$ cat src/sv/tbwt_pkg.sv
package tbwt_pkg;

	localparam int VTX_W   = 12;
	localparam int DEPTH   = 4096;
	localparam int CNT_W   = 13;
	localparam int BONE_W  = 8;
	localparam int WGT_W   = 16;
	localparam int SUM_W   = 18;
	localparam int ENTRY_W = 4 * BONE_W + 4 * WGT_W;

	localparam logic [CNT_W-1:0] COUNT_RESET = 13'd4096;
	localparam logic [WGT_W-1:0] SHARE_FULL  = 16'hFFFF;

	localparam logic [1:0] ST_STORED  = 2'd0;
	localparam logic [1:0] ST_SKIPPED = 2'd1;
	localparam logic [1:0] ST_DROPPED = 2'd2;
	localparam logic [1:0] ST_READ    = 2'd3;

	typedef struct packed {
		logic clear;
		logic capture;
		logic add_commit;
		logic read_init;
		logic div_step;
		logic load_out;
	} cmd_t;

	typedef struct packed {
		logic clear_last;
		logic op_read;
		logic sum_zero;
		logic div_last;
	} sts_t;

endpackage

$ cat src/sv/tbwt_ctrl.sv
module tbwt_ctrl (
	input  logic          clk,
	input  logic          arst_n,
	input  logic          in_valid,
	output logic          in_ready,
	output logic          out_valid,
	input  logic          out_ready,
	input  tbwt_pkg::sts_t sts,
	output tbwt_pkg::cmd_t cmd
);

	localparam logic [2:0] S_CLEAR = 3'd0;
	localparam logic [2:0] S_IDLE  = 3'd1;
	localparam logic [2:0] S_LOOK  = 3'd2;
	localparam logic [2:0] S_DIV   = 3'd3;
	localparam logic [2:0] S_DONE  = 3'd4;

	logic [2:0] state_q;
	logic [2:0] state_d;
	logic       out_valid_q;

	assign in_ready  = (state_q == S_IDLE);
	assign out_valid = out_valid_q;

	always_comb begin
		cmd     = '0;
		state_d = state_q;
		case (state_q)
			S_CLEAR: begin
				cmd.clear = 1'b1;
				if (sts.clear_last) begin
					state_d = S_IDLE;
				end
			end
			S_IDLE: begin
				if (in_valid) begin
					cmd.capture = 1'b1;
					state_d     = S_LOOK;
				end
			end
			S_LOOK: begin
				if (sts.op_read) begin
					cmd.read_init = 1'b1;
					state_d       = sts.sum_zero ? S_DONE : S_DIV;
				end else begin
					cmd.add_commit = 1'b1;
					state_d        = S_DONE;
				end
			end
			S_DIV: begin
				cmd.div_step = 1'b1;
				if (sts.div_last) begin
					state_d = S_DONE;
				end
			end
			S_DONE: begin
				if (!out_valid_q || out_ready) begin
					cmd.load_out = 1'b1;
					state_d      = S_IDLE;
				end
			end
			default: begin
				state_d = S_IDLE;
			end
		endcase
	end

	always_ff @(posedge clk or negedge arst_n) begin
		if (!arst_n) begin
			state_q     <= S_CLEAR;
			out_valid_q <= 1'b0;
		end else begin
			state_q <= state_d;
			if (cmd.load_out) begin
				out_valid_q <= 1'b1;
			end else if (out_ready) begin
				out_valid_q <= 1'b0;
			end
		end
	end

endmodule

$ cat config.mk
export PLATFORM = sky130hd
export DESIGN_NAME = tbwt_ctrl
export DESIGN_NICKNAME = d
export VERILOG_FILES = /design/src/sv/tbwt_pkg.sv /design/src/sv/tbwt_ctrl.sv
export SDC_FILE = /design/constraint.sdc
export NUM_CORES = 1
export LEC_CHECK = 0
export BUFFER_PORTS_ARGS = -buffer_cell sky130_fd_sc_hd__buf_2
export CORE_AREA = 3 3 40 42
export DETAILED_ROUTE_END_ITERATION = 12
export DIE_AREA = 0 0 43 45
export PLACE_DENSITY = 0.55
export SLEW_MARGIN = 0
export SYNTH_ARGS = -nofsm -noshare
export SYNTH_HDL_FRONTEND = slang
export SYNTH_SLANG_ARGS = --single-unit
$ cat constraint.sdc
create_clock -name clk -period 1.2 [get_ports clk]
set_clock_uncertainty 0.2 [all_clocks]
set_input_delay 0.06 -clock clk [delete_from_list [all_inputs] [get_ports clk]]
set_output_delay 0.06 -clock clk [all_outputs]
set_load 0.01 [all_outputs]
==> metrics <==
outcome finished with violations; violated checks negative hold slack, negative setup slack; CTS sink cnt 4; Final setup viols 10; Flop pwr share a little under a fifth; antenna violations before repair 0; Logic pwr share a little over two thirds; Power Total 1600 uW; CTS tree done; gr ovfl total 0; Total GRT Usage a little over a tenth; first-pass GRT wire length 1.53 mm; Slew headroom approximately 85%; clk slew on worst S/H paths around 0.04 ns; critical path class reg2out; Final Max Tran Viols 0; post-layout min period about 1.5 ns; syn_area_per_cell 8.91 um2; Leak roughly 0.00030 uW; largest cells by area after synthesis dfrtp_1 35%, nor3b_1 7.9%, nand2b_1 6.6%; IO Pins 16; RSZ-0062 raised after global routing yes; worst min path class in2reg; drt wl/cell 12.9 um; layout cell share with drive strength beyond 1 73.8%; Post-Synthesis Cells 32; Cell variety after synth 19; Final Util between 50% and 60%; CORE AREA around 0.0013 mm2; CP max FO 4; Die Ht 45 um; Mapped Nets 40; clk buf depth 2; Worst-Margin Slew ~0.22 ns; PD cells ~2500 mW/mm2; Vias between 300 and 400; routed vias/inst between 4 and 5; sw frac about two fifths; Pint roughly 970 uW; Max Fclk 673 MHz; largest net degree at the start of global routing 12; #FFs+latches synth 4; sequential element share of the synthesized area a little over a third; Die Footprint 0.00194 mm2; max-cap violations 0; final WL between 1 and 1.5 mm; initial cell density of the core 22.2%; CTS Buf Count 3; HPWL Detailed between 500 and 600 um; hold buffer count at CTS 4; Root Driver clkbuf_4; drt first pass iters 3; Core Rows 13; worst skew pair latency ~0.24 ns; crit share post-route 124%; Final WS setup -0.286 ns; Die W around 43 um; Ys Warns 0; Yosys top cell area share 35.1%; DR iter-0 viols 3; Arr. time, crit path 1.23 ns; CTS H-Tree Depth 1; GP Congestion 0.644; clock network fraction of design power 10.8%; crit end category output pin; DP Worst Slack -0.131 ns; Final nets 75; Post-Syn Area 285 um2; # diodes 0; Fin Setup TNS -2.03 ns; Critical Path RT roughly 0.94 ns; peak supply drop 0.000730 V; post-synth top area cell dfrtp_1; DRC 0; Final Hold Vio Count 2; vias in the first global route approximately 360; ANT nets after route 0; Layout area overhead 126%; P_sw approximately 630 uW; startpoint types flip-flop; hold slack -0.0176 ns; Port-buffer cells 15
layout make-up:
type,instances,area (um2)
multi-input combinational,25,244
sequential,4,104
timing repair buffer,32,250
inverter,1,6.26
fill,117,639
tap,15,18.8
clock buffer,3,22.5
worst paths after layout:
kind | start | endpoint | slack (ns) | cells past startpoint
worst max-delay path | state_q[0]$_DFFE_PN0P_ | cmd[2] | -0.29 | 3
worst min-delay path | sts[0] | state_q[1]$_DFFE_PN0P_ | -0.02 | 3
worst max register to register | state_q[1]$_DFFE_PN0P_ | state_q[0]$_DFFE_PN0P_ | -0.19 | 5
worst min register to register | out_valid$_DFFE_PN0P_ | out_valid$_DFFE_PN0P_ | 0.40 | 3
max in group asynchronous | arst_n | state_q[2]$_DFFE_PN0P_ | 0.08 | 3
min in group asynchronous | arst_n | state_q[1]$_DFFE_PN0P_ | 0.52 | 3
state kept, by name, indices dropped and copies added, names as in the netlist:
name,cells
state_q,3
out_valid,1
what timing repair did:
item / in CTS / in global routing
resized for setup: 5 / 14
setup buffers: 5 / 3
endpoints found under the setup margin: 10 / 10
hold endpoints to repair: 8 / 1
gates cloned: 1 / 0
pin swaps: 3 / 4
critical path, stage by stage (launching register included):
cell and delay, ns:
dfrtp_2 0.42, buf_4 0.16, nor4b_4 0.24, buf_2 0.16
layer usage:
layer / part of all wire [%] / GRT usage [%] / up-vias
li1: - / - / 185
met1: 44 / 12.6 / 171
met2: 51 / 18.0 / 7
met3: 4.5 / 4.78 / 0
met4: 0 / 3.61 / 0
met5: 0 / 0 / -
per-stage QoR:
step / instance area [um2] / std cells
3_3_place_gp: 432 / 64
3_5_place_dp: 432 / 64
4_1_cts: 568 / 77
2_1_floorplan: 312 / 32
6_report: 646 / 80
5_1_grt: 646 / 80
cells in the final DEF (no fill, tap or decap), types with 2 or more instances in the layout:
cell type      instances
buf_4                  8
dfrtp_2                3
buf_2                 16
nor3b_2                3
clkbuf_4               3
dlygate4sd3_1          4
buf_6                  2
nand2_2                2
nand2b_1               3
logic make-up (layout without fill, tap and decap cells):
group                  count (synthesis)  count (layout)  share of synthesized area [%]
flip-flops                             4               4                           35.1
AO/OA/AOI/OAI                          7               7                           22.8
AND/OR/NAND/NOR                       17              17                           33.8
buffers and inverters                  3              36                           4.82
multiplexers                           1               1                           3.51
synthesized netlist by cell type:
library cell,n
nand2b_1,3
nor4_1,1
a21oi_1,1
o21ba_1,1
inv_2,1
nor3b_1,3
nor2_1,3
a311oi_2,1
o21bai_1,1
dfrtp_1,4
nor4b_1,1
nor3_1,1
o32a_2,1
nor2b_1,2
nand2_1,3
a22oi_1,1
mux2i_1,1
o32ai_1,1
buf_2,2
power groups by stage:
stage,Clock [uW],Combinational [uW],Sequential [uW]
floorplan,0,438,262
global placement,0,645,297
finish,173,1130,293
detailed placement,0,645,303
global route,182,1210,306
CTS,176,869,316
Power figures use the tool's default switching activity.
